**src/rtl/core/seud_pkg.sv**
```systemverilog
// ----------------------------------------------------------------------------
// seud_pkg
// Types, character codes and helper functions shared by the string literal
// unescape and UTF-8 encode block.
// ----------------------------------------------------------------------------
package seud_pkg;

   // Decoder modes of the front end
   typedef enum logic [2:0] {
      MODE_WAIT   = 3'd0,
      MODE_BODY   = 3'd1,
      MODE_ESC    = 3'd2,
      MODE_XOCT   = 3'd3,
      MODE_XHEX   = 3'd4,
      MODE_UBRACE = 3'd5,
      MODE_UDIG   = 3'd6
   } mode_type;

   // Result status codes
   typedef enum logic [1:0] {
      STATUS_OK         = 2'd0,
      STATUS_INVALID_CP = 2'd1,
      STATUS_BAD_ESCAPE = 2'd2
   } status_type;

   // Character codes
   localparam logic [7:0] CH_QUOTE     = 8'h22;
   localparam logic [7:0] CH_APOS      = 8'h27;
   localparam logic [7:0] CH_BACKSLASH = 8'h5c;
   localparam logic [7:0] CH_ZERO      = 8'h30;
   localparam logic [7:0] CH_SEVEN     = 8'h37;
   localparam logic [7:0] CH_NINE      = 8'h39;
   localparam logic [7:0] CH_LOWER_A   = 8'h61;
   localparam logic [7:0] CH_LOWER_F   = 8'h66;
   localparam logic [7:0] CH_UPPER_A   = 8'h41;
   localparam logic [7:0] CH_UPPER_F   = 8'h46;
   localparam logic [7:0] CH_N         = 8'h6e;
   localparam logic [7:0] CH_R         = 8'h72;
   localparam logic [7:0] CH_T         = 8'h74;
   localparam logic [7:0] CH_X         = 8'h78;
   localparam logic [7:0] CH_U         = 8'h75;
   localparam logic [7:0] CH_LBRACE    = 8'h7b;
   localparam logic [7:0] CH_RBRACE    = 8'h7d;

   // Control byte values produced by escapes
   localparam logic [7:0] BYTE_LF  = 8'h0a;
   localparam logic [7:0] BYTE_CR  = 8'h0d;
   localparam logic [7:0] BYTE_TAB = 8'h09;

   // Code point limits
   localparam logic [31:0] CP_MAX        = 32'h0010_ffff;
   localparam logic [31:0] CP_SURR_LO    = 32'h0000_d800;
   localparam logic [31:0] CP_SURR_HI    = 32'h0000_dfff;
   localparam logic [31:0] CP_TWO_BYTE   = 32'h0000_0080;
   localparam logic [31:0] CP_THREE_BYTE = 32'h0000_0800;
   localparam logic [31:0] CP_FOUR_BYTE  = 32'h0001_0000;

   // UTF-8 lead and continuation prefixes
   localparam logic [2:0] LEAD2_PREFIX = 3'b110;
   localparam logic [3:0] LEAD3_PREFIX = 4'b1110;
   localparam logic [4:0] LEAD4_PREFIX = 5'b11110;
   localparam logic [1:0] CONT_PREFIX  = 2'b10;

   // One burst of results caused by a single input character
   typedef struct packed {
      logic [2:0]      count;       // 1 to 4 results
      logic [3:0][7:0] bytes;       // bytes[0] goes out first
      logic            has_byte;
      logic            literal_end;
      status_type      status;
   } burst_type;

   // Queue status seen by the front and the back
   typedef struct packed {
      logic empty;
      logic full;
   } queue_status_type;

   // Hex digit decode: {valid, value}
   function automatic logic [4:0] hex_value(input logic [7:0] c);
      logic [4:0] r;
      r = '0;
      if (c >= CH_ZERO && c <= CH_NINE) begin
         r = {1'b1, 4'(c - CH_ZERO)};
      end else if (c >= CH_LOWER_A && c <= CH_LOWER_F) begin
         r = {1'b1, 4'(c - CH_LOWER_A + 8'd10)};
      end else if (c >= CH_UPPER_A && c <= CH_UPPER_F) begin
         r = {1'b1, 4'(c - CH_UPPER_A + 8'd10)};
      end
      return r;
   endfunction

   // Encode a valid code point as 1 to 4 UTF-8 bytes
   function automatic burst_type utf8_encode(input logic [31:0] cp);
      burst_type b;
      b = '0;
      b.has_byte = 1'b1;
      b.status   = STATUS_OK;
      if (cp < CP_TWO_BYTE) begin
         b.count    = 3'd1;
         b.bytes[0] = cp[7:0];
      end else if (cp < CP_THREE_BYTE) begin
         b.count    = 3'd2;
         b.bytes[0] = {LEAD2_PREFIX, cp[10:6]};
         b.bytes[1] = {CONT_PREFIX, cp[5:0]};
      end else if (cp < CP_FOUR_BYTE) begin
         b.count    = 3'd3;
         b.bytes[0] = {LEAD3_PREFIX, cp[15:12]};
         b.bytes[1] = {CONT_PREFIX, cp[11:6]};
         b.bytes[2] = {CONT_PREFIX, cp[5:0]};
      end else begin
         b.count    = 3'd4;
         b.bytes[0] = {LEAD4_PREFIX, cp[20:18]};
         b.bytes[1] = {CONT_PREFIX, cp[17:12]};
         b.bytes[2] = {CONT_PREFIX, cp[11:6]};
         b.bytes[3] = {CONT_PREFIX, cp[5:0]};
      end
      return b;
   endfunction

endpackage

```
**src/rtl/core/seud_front.sv**
```systemverilog
// ----------------------------------------------------------------------------
// seud_front
// Accepts one raw character per beat, runs the escape state machine and
// pushes a burst descriptor into the queue for every character that makes
// results.
// ----------------------------------------------------------------------------
module seud_front (
   input  logic                      clock,
   input  logic                      reset,
   input  logic                      accept,
   input  logic [7:0]                ch,
   output logic                      push,
   output seud_pkg::burst_type       burst
);
   import seud_pkg::*;

   mode_type    mode_ff, mode_in;
   logic [2:0]  digit_ff, digit_in;
   logic [31:0] accum_ff, accum_in;
   logic        emit;
   logic [4:0]  hex;
   logic [31:0] cp;

   assign hex = hex_value(ch);
   assign cp  = accum_ff;

   // Hold state until a beat is accepted
   always_ff @(posedge clock) begin
      if (reset) begin
         mode_ff  <= MODE_WAIT;
         digit_ff <= '0;
         accum_ff <= '0;
      end else if (accept) begin
         mode_ff  <= mode_in;
         digit_ff <= digit_in;
         accum_ff <= accum_in;
      end
   end

   // Classify the character and build its burst
   always_comb begin
      mode_in  = mode_ff;
      digit_in = digit_ff;
      accum_in = accum_ff;
      emit     = 1'b0;
      burst    = '0;
      burst.count  = 3'd1;
      burst.status = STATUS_OK;
      unique case (mode_ff)
         MODE_WAIT: begin
            if (ch == CH_QUOTE) mode_in = MODE_BODY;
         end
         MODE_BODY: begin
            if (ch == CH_QUOTE) begin
               emit              = 1'b1;
               burst.literal_end = 1'b1;
               mode_in           = MODE_WAIT;
            end else if (ch == CH_BACKSLASH) begin
               mode_in = MODE_ESC;
            end else begin
               emit           = 1'b1;
               burst.has_byte = 1'b1;
               burst.bytes[0] = ch;
            end
         end
         MODE_ESC: begin
            mode_in = MODE_BODY;
            unique case (ch) inside
               CH_N: begin
                  emit = 1'b1; burst.has_byte = 1'b1; burst.bytes[0] = BYTE_LF;
               end
               CH_R: begin
                  emit = 1'b1; burst.has_byte = 1'b1; burst.bytes[0] = BYTE_CR;
               end
               CH_T: begin
                  emit = 1'b1; burst.has_byte = 1'b1; burst.bytes[0] = BYTE_TAB;
               end
               CH_QUOTE, CH_APOS, CH_BACKSLASH: begin
                  emit = 1'b1; burst.has_byte = 1'b1; burst.bytes[0] = ch;
               end
               CH_ZERO: begin
                  emit = 1'b1; burst.has_byte = 1'b1;
               end
               CH_X: mode_in = MODE_XOCT;
               CH_U: mode_in = MODE_UBRACE;
               default: begin
                  emit = 1'b1; burst.status = STATUS_BAD_ESCAPE;
               end
            endcase
         end
         MODE_XOCT: begin
            mode_in = MODE_XHEX;
            if (ch >= CH_ZERO && ch <= CH_SEVEN) begin
               digit_in = ch[2:0];
            end else begin
               digit_in     = '0;
               emit         = 1'b1;
               burst.status = STATUS_BAD_ESCAPE;
            end
         end
         MODE_XHEX: begin
            mode_in        = MODE_BODY;
            emit           = 1'b1;
            burst.has_byte = 1'b1;
            burst.bytes[0] = {1'b0, digit_ff, hex[4] ? hex[3:0] : 4'd0};
            burst.status   = hex[4] ? STATUS_OK : STATUS_BAD_ESCAPE;
         end
         MODE_UBRACE: begin
            accum_in = '0;
            mode_in  = MODE_UDIG;
            if (ch != CH_LBRACE) begin
               emit         = 1'b1;
               burst.status = STATUS_BAD_ESCAPE;
            end
         end
         MODE_UDIG: begin
            if (ch == CH_RBRACE) begin
               emit     = 1'b1;
               accum_in = '0;
               mode_in  = MODE_BODY;
               if (cp > CP_MAX || (cp >= CP_SURR_LO && cp <= CP_SURR_HI)) begin
                  burst.status = STATUS_INVALID_CP;
               end else begin
                  burst = utf8_encode(cp);
               end
            end else if (hex[4]) begin
               // Wrap at 32 bits
               accum_in = {accum_ff[27:0], hex[3:0]};
            end
         end
         default: mode_in = MODE_WAIT;
      endcase
   end

   assign push = accept && emit;

   // The code point register is only in use inside a brace escape
   a_accum_idle: assert property (@(posedge clock) disable iff (reset)
      mode_ff != MODE_UDIG |-> accum_ff == '0)
      else $error("code point accumulator not clear outside brace escape");

   a_burst_count: assert property (@(posedge clock) disable iff (reset)
      push |-> (burst.count != 3'd0 && burst.count <= 3'd4))
      else $error("burst count out of range");

   a_bytes_flag: assert property (@(posedge clock) disable iff (reset)
      push && !burst.has_byte |-> burst.count == 3'd1)
      else $error("byteless burst with several results");

endmodule

```
**src/rtl/core/seud_queue.sv**
```systemverilog
// ----------------------------------------------------------------------------
// seud_queue
// Short FIFO of burst descriptors between the front and the back, so that
// each side can stall on its own.
// ----------------------------------------------------------------------------
module seud_queue #(
   parameter int Depth = 4
) (
   input  logic                          clock,
   input  logic                          reset,
   input  logic                          push,
   input  seud_pkg::burst_type           push_data,
   input  logic                          pop,
   output seud_pkg::burst_type           head,
   output seud_pkg::queue_status_type    qstat
);
   import seud_pkg::*;

   localparam int PtrW = (Depth > 1) ? $clog2(Depth) : 1;
   localparam int CntW = $clog2(Depth + 1);

   burst_type           entry_ff [Depth];
   logic [PtrW-1:0]     wr_ptr_ff, wr_ptr_in;
   logic [PtrW-1:0]     rd_ptr_ff, rd_ptr_in;
   logic [CntW-1:0]     count_ff, count_in;

   function automatic logic [PtrW-1:0] next_ptr(input logic [PtrW-1:0] p);
      return (p == PtrW'(Depth - 1)) ? '0 : p + 1'b1;
   endfunction

   // Write the pushed descriptor
   always_ff @(posedge clock) begin
      if (push) entry_ff[wr_ptr_ff] <= push_data;
   end

   // Advance pointers and count
   always_comb begin
      wr_ptr_in = push ? next_ptr(wr_ptr_ff) : wr_ptr_ff;
      rd_ptr_in = pop  ? next_ptr(rd_ptr_ff) : rd_ptr_ff;
      count_in  = count_ff;
      if (push && !pop) count_in = count_ff + 1'b1;
      else if (pop && !push) count_in = count_ff - 1'b1;
   end

   always_ff @(posedge clock) begin
      if (reset) begin
         wr_ptr_ff <= '0;
         rd_ptr_ff <= '0;
         count_ff  <= '0;
      end else begin
         wr_ptr_ff <= wr_ptr_in;
         rd_ptr_ff <= rd_ptr_in;
         count_ff  <= count_in;
      end
   end

   assign head        = entry_ff[rd_ptr_ff];
   assign qstat.empty = (count_ff == '0);
   assign qstat.full  = (count_ff == CntW'(Depth));

   a_no_overflow: assert property (@(posedge clock) disable iff (reset)
      !(push && qstat.full))
      else $error("push into full queue");

   a_no_underflow: assert property (@(posedge clock) disable iff (reset)
      !(pop && qstat.empty))
      else $error("pop from empty queue");

   a_count_bound: assert property (@(posedge clock) disable iff (reset)
      count_ff <= CntW'(Depth))
      else $error("queue count above depth");

endmodule

```
**src/rtl/core/seud_back.sv**
```systemverilog
// ----------------------------------------------------------------------------
// seud_back
// Walks the head burst into the output register, one result per cycle
// unless the output stalls, and pops the descriptor with its last result.
// ----------------------------------------------------------------------------
module seud_back (
   input  logic                          clock,
   input  logic                          reset,
   input  seud_pkg::burst_type           head,
   input  seud_pkg::queue_status_type    qstat,
   output logic                          pop,
   input  logic                          rsp_stall,
   output logic                          rsp_valid,
   output logic [7:0]                    rsp_data_byte,
   output logic                          rsp_has_byte,
   output logic                          rsp_last,
   output logic                          rsp_literal_end,
   output logic [1:0]                    rsp_status
);
   import seud_pkg::*;

   logic        valid_ff, valid_in;
   logic [1:0]  idx_ff, idx_in;
   logic [7:0]  byte_ff;
   logic        has_ff, last_ff, end_ff;
   status_type  status_ff;
   logic        load_ok, take, at_last;

   assign load_ok = !valid_ff || !rsp_stall;
   assign take    = load_ok && !qstat.empty;
   assign at_last = ({1'b0, idx_ff} == head.count - 3'd1);
   assign pop     = take && at_last;

   // Step through the burst
   always_comb begin
      valid_in = load_ok ? !qstat.empty : valid_ff;
      idx_in   = idx_ff;
      if (take) idx_in = at_last ? 2'd0 : idx_ff + 2'd1;
   end

   always_ff @(posedge clock) begin
      if (reset) begin
         valid_ff <= 1'b0;
         idx_ff   <= '0;
      end else begin
         valid_ff <= valid_in;
         idx_ff   <= idx_in;
      end
   end

   // Load the output beat
   always_ff @(posedge clock) begin
      if (take) begin
         byte_ff   <= head.bytes[idx_ff];
         has_ff    <= head.has_byte;
         last_ff   <= at_last;
         end_ff    <= head.literal_end;
         status_ff <= head.status;
      end
   end

   assign rsp_valid       = valid_ff;
   assign rsp_data_byte   = byte_ff;
   assign rsp_has_byte    = has_ff;
   assign rsp_last        = last_ff;
   assign rsp_literal_end = end_ff;
   assign rsp_status      = status_ff;

   a_idx_in_burst: assert property (@(posedge clock) disable iff (reset)
      !qstat.empty |-> {1'b0, idx_ff} < head.count)
      else $error("result index beyond burst");

   a_idx_rest: assert property (@(posedge clock) disable iff (reset)
      qstat.empty |-> idx_ff == 2'd0)
      else $error("result index left over with empty queue");

   a_hold_stalled: assert property (@(posedge clock) disable iff (reset)
      rsp_valid && rsp_stall |=> rsp_valid &&
      $stable({rsp_data_byte, rsp_has_byte, rsp_last, rsp_literal_end, rsp_status}))
      else $error("stalled result beat changed");

endmodule

```
**src/rtl/core/string_escape_utf8_decoder_top.sv**
```systemverilog
// ----------------------------------------------------------------------------
// string_escape_utf8_decoder_top
// Decodes double-quoted string literals one character per beat, resolving
// escapes and emitting UTF-8 bytes for brace code point escapes.
// ----------------------------------------------------------------------------
//  channel   direction  handshake             payload
//  req_      in         req_valid/req_stall   ch
//  rsp_      out        rsp_valid/rsp_stall   data_byte, has_byte, last,
//                                             literal_end, status
//
//  One character is taken per cycle while the descriptor queue has room.
//  A character makes 0 to 4 results; the back end sends one result per
//  cycle when not stalled, so a four-byte code point gives four results.
//  Each input passes the queue entry, then the output register.
//  Reset is synchronous; it returns the decoder to waiting for a quote and
//  empties the queue. A stalled output only backs up the queue; the input
//  stalls once QUEUE_DEPTH descriptors are waiting.
// ----------------------------------------------------------------------------
module string_escape_utf8_decoder_top #(
   parameter int QUEUE_DEPTH = 4
) (
   input  logic        clock,
   input  logic        reset,
   input  logic        req_valid,
   output logic        req_stall,
   input  logic [7:0]  req_ch,
   output logic        rsp_valid,
   input  logic        rsp_stall,
   output logic [7:0]  rsp_data_byte,
   output logic        rsp_has_byte,
   output logic        rsp_last,
   output logic        rsp_literal_end,
   output logic [1:0]  rsp_status
);
   import seud_pkg::*;

   logic             accept, push, pop;
   burst_type        burst, head;
   queue_status_type qstat;

   // Stall input only on a full queue
   assign req_stall = qstat.full;
   assign accept    = req_valid && !req_stall;

   seud_front u_front (
      .clock  (clock),
      .reset  (reset),
      .accept (accept),
      .ch     (req_ch),
      .push   (push),
      .burst  (burst)
   );

   seud_queue #(
      .Depth (QUEUE_DEPTH)
   ) u_queue (
      .clock     (clock),
      .reset     (reset),
      .push      (push),
      .push_data (burst),
      .pop       (pop),
      .head      (head),
      .qstat     (qstat)
   );

   seud_back u_back (
      .clock           (clock),
      .reset           (reset),
      .head            (head),
      .qstat           (qstat),
      .pop             (pop),
      .rsp_stall       (rsp_stall),
      .rsp_valid       (rsp_valid),
      .rsp_data_byte   (rsp_data_byte),
      .rsp_has_byte    (rsp_has_byte),
      .rsp_last        (rsp_last),
      .rsp_literal_end (rsp_literal_end),
      .rsp_status      (rsp_status)
   );

endmodule
```
**config.mk**
```make
export PLATFORM = sky130hd
export DESIGN_NAME = string_escape_utf8_decoder_top
export DESIGN_NICKNAME = d
export VERILOG_FILES = /design/src/rtl/core/seud_pkg.sv /design/src/rtl/core/seud_front.sv /design/src/rtl/core/seud_queue.sv /design/src/rtl/core/seud_back.sv /design/src/rtl/core/string_escape_utf8_decoder_top.sv
export SDC_FILE = /design/constraint.sdc
export NUM_CORES = 1
export LEC_CHECK = 0
export ABC_AREA = 1
export BUFFER_PORTS_ARGS = -buffer_cell sky130_fd_sc_hd__clkbuf_2
export CORE_ASPECT_RATIO = 1.5
export CORE_UTILIZATION = 33
export CTS_CLUSTER_DIAMETER = 200
export DETAILED_ROUTE_END_ITERATION = 7
export PLACE_DENSITY_LB_ADDON = 0.1
export SYNTH_ARGS = -nofsm -noshare
export SYNTH_HDL_FRONTEND = slang
export SYNTH_SLANG_ARGS = --single-unit
```
**constraint.sdc**
```tcl
create_clock -name clock -period 3.8 [get_ports clock]
set_input_delay 0.19 -clock clock [delete_from_list [all_inputs] [get_ports clock]]
set_output_delay 0.19 -clock clock [all_outputs]
set_load 0.1 [all_outputs]
```
==> results.sh, run 1 <==
export IMPL_finalHoldViolations=0
export IMPL_min_from="rsp_stall"
export IMPL_syn_inst=971
export IMPL_critical_path_endpoint_type="register"
export IMPL_power_density_nw_per_um2=506
export IMPL_place_congestion=0.873
export IMPL_maxCapViolations=0
export IMPL_h_tree_depth=1
export IMPL_antennaDiodeCount=0
export IMPL_dp_slack_ns=0.826
export IMPL_drc_errors=0
export IMPL_dieArea_sq_um=29800
export IMPL_die_w_um=141
export IMPL_nFillCells=2862
export IMPL_yosys_most_used_dff="edfxtp_1"
export IMPL_insertion_delay_ns=0.52
export IMPL_root_buffer="clkbuf_16"
export IMPL_slew_violations=0
export IMPL_relSlewSlack_pct=41.0
export IMPL_drt_initial_drc_count=436
export IMPL_fin_crit_sh_pct=76.9
export IMPL_cts_tree="built"
export IMPL_grt_max_degree=49
export IMPL_port_buffers=26
export IMPL_wl_um=24600
export IMPL_cts_sinks=203
export IMPL_start_util_pct=33.6
export IMPL_fin_nets=1016
export IMPL_ys_seq_area_share_pct=58.3
export IMPL_viasPerCell=4.87
export IMPL_netlist_cell_type_count=49
export IMPL_grt_remaining_overflow=0
export IMPL_rows=76
export IMPL_cp_arrival_ns=3.31
export IMPL_vias=6805
export IMPL_drive_gt1_share_pct=17.2
export IMPL_routedWlPerCell_um=17.6
export IMPL_outcome="completed"
export IMPL_tightest_slew_ns=0.882
export IMPL_max_freq_ghz=0.342
export IMPL_dp_hpwl_um=16600
export IMPL_synth_seq_cells=203
export IMPL_core_area_sq_um=28600
export IMPL_fin_tns_setup_ns=0
export IMPL_cp_required_ns=4.19
export IMPL_synth_nets=995
export IMPL_rsz0062_at_grt="false"
export IMPL_grt_pass1_wl_um=38900
export IMPL_critPathMaxFanout=34
export IMPL_numCtsBuffers=21
export IMPL_chipHeight_um=211
export IMPL_avgSynthCellArea_sq_um=9.89
export IMPL_ios=27
export IMPL_grt_pass1_vias=6804
export IMPL_synth_edf_count=153
export IMPL_grtUsageTotal_pct=17.2
export IMPL_synthArstFlopShare_pct=0
export IMPL_antenna_left=0
export IMPL_hold_buffers=1
export IMPL_leakage_nw=4.06
export IMPL_crit_type="register to register"
export IMPL_finalClockSkew_ns=0.0179
export IMPL_synth_area_sq_um=9600
export IMPL_peakVddDrop_v=0.000293
export IMPL_antenna_found_initial=0
export IMPL_post_cts_resized=0
export IMPL_synthToLayoutAreaGrowth_pct=12.2
export IMPL_hp_class="input pin to register"
export IMPL_setup_slack_ns=0.877
export IMPL_setup_viol=0
export IMPL_clock_path_buffers=3
export IMPL_clk_pin_slew_worst_paths_ns=0.06
export IMPL_dr_pass1_iters=5
export IMPL_cts_setup_buffers=0
export IMPL_ys_warn_count=0
export IMPL_start_kind="register"
export IMPL_period_needed_ns=2.92
==> power breakdown <==
group	internal (mW)	switching [mW]
clock	1.18	0.853
sequential	2.49	0.0413
combinational	0.192	0.688
==> sequential cells by signal (all words and copies together), names as in the netlist, 2 cells and up, named ones only <==
name	flops
u_front.mode_ff	3
u_queue.count_ff	3
u_back.rsp_status	2
u_queue.wr_ptr_ff	2
u_front.digit_ff	3
u_front.accum_ff	32
u_back.idx_ff	2
u_queue.entry_ff	140
u_queue.rd_ptr_ff	2
u_back.rsp_data_byte	8
==> placed cells by master (no fill, tap or decap), types with 8 or more instances in the layout <==
master and n:
a21oi_1 23, a22oi_1 8, o22ai_1 17, clkbuf_2 26
nand4_1 16, nand3_1 40, dfxtp_1 49, ha_1 11
o21ai_0 88, o221ai_1 16, edfxtp_1 153, a21oi_2 31
buf_4 16, inv_1 71, nor2_1 136, nor3_1 15
clkbuf_16 21, nand2_1 162, nand2_2 32
==> routing by layer <==
metal,vias up,routed length [um],GRT usage [%]
met5,-,0,0
met4,0,725,6.67
met3,39,680,1.81
met2,109,12800,31.9
met1,3268,10400,20.3
li1,3389,-,-
==> metrics by stage <==
stage / power, mW / instances / hold slack, ns / cell area, sq um / utilization, %
2_1_floorplan: 3.23 / 971 / 0.390 / 9600 / -
3_3_place_gp: 3.48 / 1358 / 0.449 / 10100 / 35.3
3_5_place_dp: 3.48 / 1358 / 0.458 / 10100 / 35.3
4_1_cts: 5.52 / 1397 / 0.0174 / 10800 / 37.7
5_1_grt: 5.69 / 1397 / 0.0824 / 10800 / 37.7
6_report: 5.45 / 1397 / 0.0307 / 10800 / 37.7
==> cells by family (layout without fill, tap and decap cells) <==
logic type / count (synthesis) / after routing / share of synthesized area (%)
AND/OR/NAND/NOR: 431 / 431 / 20.5
adder cells (fa/ha/maj): 12 / 12 / 1.64
flip-flops: 203 / 203 / 58.3
buffers and inverters: 123 / 159 / 6.04
XOR/XNOR: 4 / 4 / 0.365
AO/OA/AOI/OAI: 198 / 198 / 13.1
==> critical path, cell delays in order, from the launching register on <==
cell     delay, ns
dfxtp_1       0.32
buf_4         0.37
nand3_1       0.16
nand2_1       0.11
ha_1          0.24
xor2_1        0.13
inv_1         0.05
a21oi_1       0.14
nand3_1       0.27
ha_1          0.28
inv_1         0.10
fa_1          0.41
o21ai_0       0.16
a21oi_1       0.05
==> path summary, 6_finish.rpt <==
kind                                                          end  slack, ns  cells past startpoint
worst max-delay path             u_queue.count_ff[1]$_SDFFE_PP0P_       0.88                     13
worst min-delay path                u_back.rsp_valid$_SDFFE_PP0N_       0.03                      5
worst max register to register   u_queue.count_ff[1]$_SDFFE_PP0P_       0.88                     13
worst min register to register  u_front.accum_ff[31]$_SDFFE_PP0P_       0.46                      2
==> cell usage after synthesis (3+ instances only) <==
cell type	count	area, sq um
a21oi_1	23	115
a21oi_2	31	272
a22oi_1	8	60.1
buf_12	3	60.1
buf_2	9	45.0
buf_6	6	67.6
clkbuf_1	23	86.3
dfxtp_1	50	1000
edfxtp_1	153	4590
ha_1	11	138
inv_1	71	267
inv_2	6	22.5
nand2_1	162	608
nand2_2	32	200
nand2_4	3	33.8
nand3_1	40	200
nand3_2	3	30.0
nand4_1	16	100
nor2_1	140	526
nor2_2	4	25.0
nor2_4	3	33.8
nor3_1	15	75.1
nor3_2	4	40.0
o211ai_1	5	37.5
o21ai_0	88	440
o221ai_1	16	140
o22ai_1	17	106
xor2_1	4	35.0
==> final cells by class <==
cell class / count / area, sq um / share of cell area (%)
Inverter: 78 / 298 / 2.76
Sequential cell: 203 / 5600 / 51.9
Clock buffer: 28 / 562 / 5.21
Tap cell: 390 / 488 / 4.53
Multi-Input combinational cell: 645 / 3460 / 32.1
Clock inverter: 10 / 108 / 0.998
Timing Repair Buffer: 43 / 260 / 2.41
Power figures use the tool's default switching activity.
==> run 2: changes to the inputs <==
Settings changed: ABC_AREA 1 to 0.
Clock period 3.8 ns to 2.8 ns, I/O delays scaled along.
==> run 2 against run 1 <==
  * Final area shrank 3.4%
  * Synthesized area decreased by 7.0%
  * Flip-flop and latch count unchanged
  * Worst hold slack improved by 0.068 ns
  * Utilization increased by 1.5 points
  * Maximum frequency increased by 6.6%
  * Die area is 6.9% lower
  * First-iteration DRC count up 10%
  * Via count fell by 18%
  * Critical path depth decreased by 2
  * Sequential power rose by 26%
  * Critical path type unchanged
==> results.sh, run 2 <==
export IMPL_outcome="completed"
export IMPL_antenna_found_initial=0
export IMPL_cts_setup_buffers=0
export IMPL_layout_common_cells="edfxtp_1, dfxtp_1, buf_4"
export IMPL_total_power_mw=5.87
export IMPL_synth_compound_area_share_pct=10.5
export IMPL_synth_most_common_cell="edfxtp_1"
export IMPL_rows=73
export IMPL_synthMuxAreaShare_pct=11.6
export IMPL_synthAdderAreaFrac_pct=1.76
export IMPL_core_area_sq_um=26600
export IMPL_max_freq_ghz=0.365
export IMPL_synthToLayoutAreaGrowth_pct=16.6
export IMPL_hp_class="input pin to register"
export IMPL_h_tree_depth=1
export IMPL_maxCapViolations=0
export IMPL_synth_xor_area_share_pct=0.784
export IMPL_synth_area_leaders="edfxtp_1, dfxtp_1, mux4_2"
export IMPL_path_cells="mux4_2 > inv_2 > ha_4 > xor2_1 > nand4_1 > ha_2 > inv_2 > fa_2 > xor2_1 > or3_1 > a21oi_1"
export IMPL_ys_top_cells_by_count="edfxtp_1, dfxtp_1, mux4_2"
export IMPL_finalNonFillerCells=1034
export IMPL_final_area_sq_um=10400
export IMPL_period_needed_ns=2.74
export IMPL_synth_seq_cells=203
export IMPL_grt_pass1_wl_um=33900
export IMPL_dieArea_sq_um=27700
export IMPL_chipHeight_um=204
export IMPL_start_kind="register"
export IMPL_tightest_slew_ns=0.816
export IMPL_wl_um=21700
export IMPL_drive_gt1_share_pct=24.2
export IMPL_synthSimpleGateAreaFrac_pct=10.2
export IMPL_crit_type="register to register"
export IMPL_place_congestion=0.897
export IMPL_syn_inst=625
export IMPL_cts_tree="built"
export IMPL_start_util_pct=33.6
export IMPL_rsz0062_at_grt="true"
export IMPL_grtUsageTotal_pct=16.3
export IMPL_dr_pass1_iters=4
export IMPL_synth_edf_count=153
export IMPL_crit_path_max_incr_delay_ns=0.54
export IMPL_vias=5576
export IMPL_largest_reg_flops=140
export IMPL_antennaDiodeCount=0
export IMPL_yosys_most_used_dff="edfxtp_1"
export IMPL_grt_pass1_vias=5829
export IMPL_cts_sinks=203
export IMPL_ys_warn_count=0
export IMPL_dp_hpwl_um=14800
export IMPL_yosysTopAreaCellShare_pct=51.4
export IMPL_setup_viol=0
export IMPL_nFillCells=2492
export IMPL_numCtsBuffers=21
export IMPL_fin_nets=707
export IMPL_ios=27
export IMPL_cp_required_ns=3.21
export IMPL_synth_top_area_cell="edfxtp_1"
export IMPL_viasPerCell=5.39
export IMPL_synthArstFlopShare_pct=0
export IMPL_root_buffer="clkbuf_16"
export IMPL_finalHoldViolations=0
export IMPL_drc_errors=0
export IMPL_clock_path_buffers=3
export IMPL_slew_violations=0
export IMPL_die_w_um=136
export IMPL_routedWlPerCell_um=21.0
export IMPL_peakVddDrop_v=0.000297
export IMPL_power_density_nw_per_um2=564
export IMPL_path_delay_family="adder cells"
export IMPL_critical_path_endpoint_type="register"
export IMPL_synth_area_sq_um=8930
export IMPL_numPlacedInstances=996
export IMPL_crit_buf_inv=2
export IMPL_insertion_delay_ns=0.48
export IMPL_fin_tns_setup_ns=0
export IMPL_cp_arrival_ns=3.15
export IMPL_grt_max_degree=36
export IMPL_top_register="u_queue.entry_ff"
export IMPL_fin_crit_sh_pct=98.0
export IMPL_synth_top_family_by_area="multiplexers"
export IMPL_grt_remaining_overflow=0
export IMPL_final_util_pct=39.2
export IMPL_final_common_cell="edfxtp_1"
export IMPL_slowest_stage="mux4_2"
export IMPL_ys_seq_area_share_pct=62.6
export IMPL_finalClockSkew_ns=0.00974
export IMPL_place_area_sq_um=9780
export IMPL_clk_pin_slew_worst_paths_ns=0.06
export IMPL_drt_initial_drc_count=481
export IMPL_leakage_nw=3.40
export IMPL_synth_nets=649
export IMPL_antenna_left=0
export IMPL_critPathMaxFanout=4
export IMPL_netlist_cell_type_count=69
export IMPL_port_buffers=26
export IMPL_avgSynthCellArea_sq_um=14.3
export IMPL_relSlewSlack_pct=45.5
-- run 2: cell types whose count changed after synthesis, sizes merged, moves of 9 or more --
cell	previous run	this run
nand3	45	15
o21ai	92	13
mux4	0	41
o221ai	16	3
nand4	17	5
mux2i	0	9
and3	0	10
a21oi	55	29
a22o	0	29
inv	78	15
nand2	197	39
nor2	148	26
o22ai	17	0
-- run 2: where the power goes --
group	internal (mW)	switching (mW)	leakage, nW
Sequential	3.20	0.00104	1.73
Combinational	0.0425	0.0811	1.37
Clock	1.48	1.07	0.297
Total	4.72	1.15	3.40
-- run 2: worst paths after layout --
path	startpoint	endpoint	slack (ns)	cells past startpoint
setup / recovery	register	u_queue.count_ff[2]$_SDFFE_PP0P_	0.06	11
setup reg to reg	register	u_queue.count_ff[2]$_SDFFE_PP0P_	0.06	11
hold reg to reg	u_front.digit_ff[0]$_SDFFE_PP0P_	u_front.digit_ff[0]$_SDFFE_PP0P_	0.46	2
hold / removal	req_ch[0]	u_front.digit_ff[0]$_SDFFE_PP0P_	0.1	4
-- run 2: cell families after synthesis --
family          after synthesis
buf+inv                      57
mux                          52
xor+xnor                      8
flops                       203
compound gates              125
fa+ha+maj                    12
simple gates                168
-- run 2: repair_timing --
item / 4_1_cts / 5_1_grt
setup endpoints to repair: 0 / 1
resized for setup: 0 / 4
hold buffers: 1 / 0
hold endpoints to repair: 1 / 0
-- run 2: through the flow --
| stage | setup slack, ns | hold WS, ns |
|---|---|---|
| finish | 0.0572 | 0.0982 |
| global route | -0.0174 | 0.122 |
| CTS | 0.00593 | 0.0826 |
| detailed placement | 0.0268 | 0.397 |
| global placement | 0.0708 | 0.397 |
| floorplan | -0.126 | 0.276 |
-- run 2: worst register-to-register path: cells and delay by family (launching register included) --
kind	cells	cell delay, ns
mux	1	0.54
compound gates	1	0.12
xor+xnor	2	0.29
simple gates	2	0.44
fa+ha+maj	3	0.76
flops	1	0.37
buf+inv	2	0.14
-- run 2: layout make-up --
class	count	area, sq um	share of cell area [%]
clock inverters	5	47.5	0.457
inverters	15	56.3	0.541
clock buffers	32	567	5.44
well taps	337	422	4.05
repair buffers	77	566	5.43
flip-flops and latches	203	5600	53.8
multi-input cells	365	3160	30.3
-- run 2: routing by layer --
metal / global-route usage [%] / wire [um] / vias to the layer above
met3: 2.06 / 778 / 28
met1: 19.5 / 8800 / 2829
li1: - / - / 2591
met5: 0 / 0 / -
met2: 30.2 / 11800 / 128
met4: 4.05 / 388 / 0
==> run 3: changes to the inputs <==
Settings changed: BUFFER_PORTS_ARGS -buffer_cell sky130_fd_sc_hd__clkbuf_2 to -buffer_cell sky130_fd_sc_hd__buf_2.
==> run 3 against run 2 <==
  * Die area unchanged
  * Sequential power about the same
  * Sequential share of layout area down 0.15 points
  * Critical path depth up 3
  * Worst hold slack better by 0.0071 ns
  * Setup slack better by 0.0097 ns
  * Flip-flop and latch count unchanged
  * Maximum frequency up 0.36%
  * Non-clock buffer count down 2
==> results.sh, run 3 (synthesis results as in run 2) <==
export IMPL_grt_pass1_vias=6037
export IMPL_grtUsageTotal_pct=16.5
export IMPL_numCtsBuffers=21
export IMPL_finalNonFillerCells=1032
export IMPL_grt_max_degree=36
export IMPL_antenna_left=0
export IMPL_wl_um=21900
export IMPL_cp_required_ns=3.22
export IMPL_dr_pass1_iters=5
export IMPL_routedWlPerCell_um=21.2
export IMPL_seq_area_sq_um=5600
export IMPL_grt_pass1_wl_um=34400
export IMPL_crit_type="input pin to register"
export IMPL_vias=5590
export IMPL_top_register="u_queue.entry_ff"
export IMPL_cp_arrival_ns=3.15
export IMPL_insertion_delay_ns=0.49
export IMPL_drc_errors=0
export IMPL_place_area_sq_um=9750
export IMPL_total_power_mw=5.96
export IMPL_critPathMaxFanout=4
export IMPL_numPlacedInstances=991
export IMPL_period_needed_ns=2.73
export IMPL_final_area_sq_um=10400
export IMPL_dieArea_sq_um=27700
export IMPL_h_tree_depth=1
export IMPL_cts_sinks=203
export IMPL_fin_crit_sh_pct=97.6
export IMPL_fin_nets=705
export IMPL_viasPerCell=5.42
export IMPL_clk_pin_slew_worst_paths_ns=0.06
export IMPL_clock_path_buffers=3
export IMPL_power_density_nw_per_um2=571
export IMPL_rsz0062_at_grt="true"
export IMPL_chipHeight_um=204
export IMPL_port_buffers=26
export IMPL_finalHoldViolations=0
export IMPL_crit_path_max_incr_delay_ns=0.52
export IMPL_slowest_stage="dlygate4sd3_1"
export IMPL_maxCapViolations=0
export IMPL_critical_path_endpoint_type="register"
export IMPL_grt_busiest_layer="met2"
export IMPL_peakVddDrop_v=0.000324
export IMPL_grt_util_met1_pct=19.6
export IMPL_dp_hpwl_um=14900
export IMPL_antenna_found_initial=0
export IMPL_relSlewSlack_pct=51.9
export IMPL_nFillCells=2504
export IMPL_gr_usage_met2_pct=30.2
export IMPL_place_congestion=0.867
export IMPL_start_kind="input pin"
export IMPL_cp_common_cell="a21oi_1"
export IMPL_hp_class="input pin to register"
export IMPL_final_common_cell="edfxtp_1"
export IMPL_largest_reg_flops=140
export IMPL_use_met3_pct=1.84
export IMPL_outcome="completed"
export IMPL_tightest_slew_ns=0.720
export IMPL_layout_common_cells="edfxtp_1, dfxtp_1, mux4_2, buf_4, nand2_1"
export IMPL_hold_slack_ns=0.105
export IMPL_die_w_um=136
export IMPL_antennaDiodeCount=0
export IMPL_synthToLayoutAreaGrowth_pct=16.9
export IMPL_grt_remaining_overflow=0
export IMPL_rows=73
export IMPL_ios=27
export IMPL_setup_viol=0
export IMPL_max_freq_ghz=0.366
export IMPL_slew_violations=0
export IMPL_root_buffer="clkbuf_16"
export IMPL_drt_initial_drc_count=338
export IMPL_core_area_sq_um=26600
export IMPL_cts_tree="built"
export IMPL_path_cells="dlygate4sd3_1 > buf_2 > inv_1 > ha_1 > and4b_1 > a21oi_1 > nor3_1 > a31oi_2 > ha_2 > inv_2 > fa_2 > xor2_1 > or3_1 > a21oi_1"
export IMPL_finalClockSkew_ns=0.0121
export IMPL_drive_gt1_share_pct=24.2
export IMPL_multiInputGateArea_sq_um=3150
export IMPL_leakage_nw=3.42
export IMPL_start_util_pct=33.6
export IMPL_fin_tns_setup_ns=0
[run 3: changes by cell type in the layout (fill, tap and decap cells not counted), moves of 2 or more]
cell	before	now
buf_2	0	26
buf_4	46	41
clkbuf_2	26	0
clkbuf_16	21	23
clkbuf_1	11	2
clkinv_1	2	7
[run 3: critical path: cells and delay by family]
kind            cells  cell delay, ns
compound gates      3            0.62
xor+xnor            1            0.15
fa+ha+maj           3            0.81
buf+inv             4            0.77
simple gates        3            0.64
[run 3: area by class of cell]
| class | instances | area share [%] |
|---|---|---|
| Clock buffer | 26 | 5.71 |
| Clock inverter | 11 | 0.539 |
| Inverter | 15 | 0.539 |
| Multi-Input combinational cell | 365 | 30.1 |
| Sequential cell | 203 | 53.6 |
| Tap cell | 337 | 4.04 |
| Timing Repair Buffer | 75 | 5.45 |
[run 3: report_power, final]
part / switching (mW) / leakage, nW / internal (mW)
Sequential: 0.00106 / 1.73 / 3.20
Clock: 1.12 / 0.322 / 1.52
Combinational: 0.0837 / 1.37 / 0.0438
[run 3: per-layer routing]
metal  part of all wire, %  vias to the layer above
met5                     0                        -
met4                   2.6                        0
met3                   3.1                       33
met2                    54                      111
met1                    40                     2854
li1                      -                     2592
[run 3: repair_timing]
| item | in CTS | in global routing |
|---|---|---|
| endpoints found under the setup margin | 1 | 2 |
| pin swaps | 0 | 2 |
| resized for setup | 2 | 1 |
| endpoints found under the hold margin | 2 | 0 |
| gates cloned | 0 | 0 |
| hold buffers | 2 | 0 |
| buffers inserted | 1 | 1 |
[run 3: path summary, 6_finish.rpt]
kind	slack, ns	end	cells after the start	start
setup / recovery	0.07	u_queue.count_ff[2]$_SDFFE_PP0P_	14	req_ch[0]
hold / removal	0.11	u_queue.count_ff[0]$_SDFFE_PP0P_	2	reset
setup reg to reg	0.08	u_queue.count_ff[2]$_SDFFE_PP0P_	10	u_front.mode_ff[0]$_SDFFE_PP0P_
hold reg to reg	0.46	u_front.digit_ff[2]$_SDFFE_PP0P_	2	u_front.digit_ff[2]$_SDFFE_PP0P_
[run 3: metrics by stage]
| stage | worst slack (ns) | util (%) |
|---|---|---|
| final | 0.0669 | 39.3 |
| after global routing | -0.0600 | 39.3 |
| after CTS | 0.0101 | 39.3 |
| after detailed placement | 0.00832 | 36.7 |
| after global placement | 0.0838 | 36.7 |
| after floorplan | -0.126 | - |
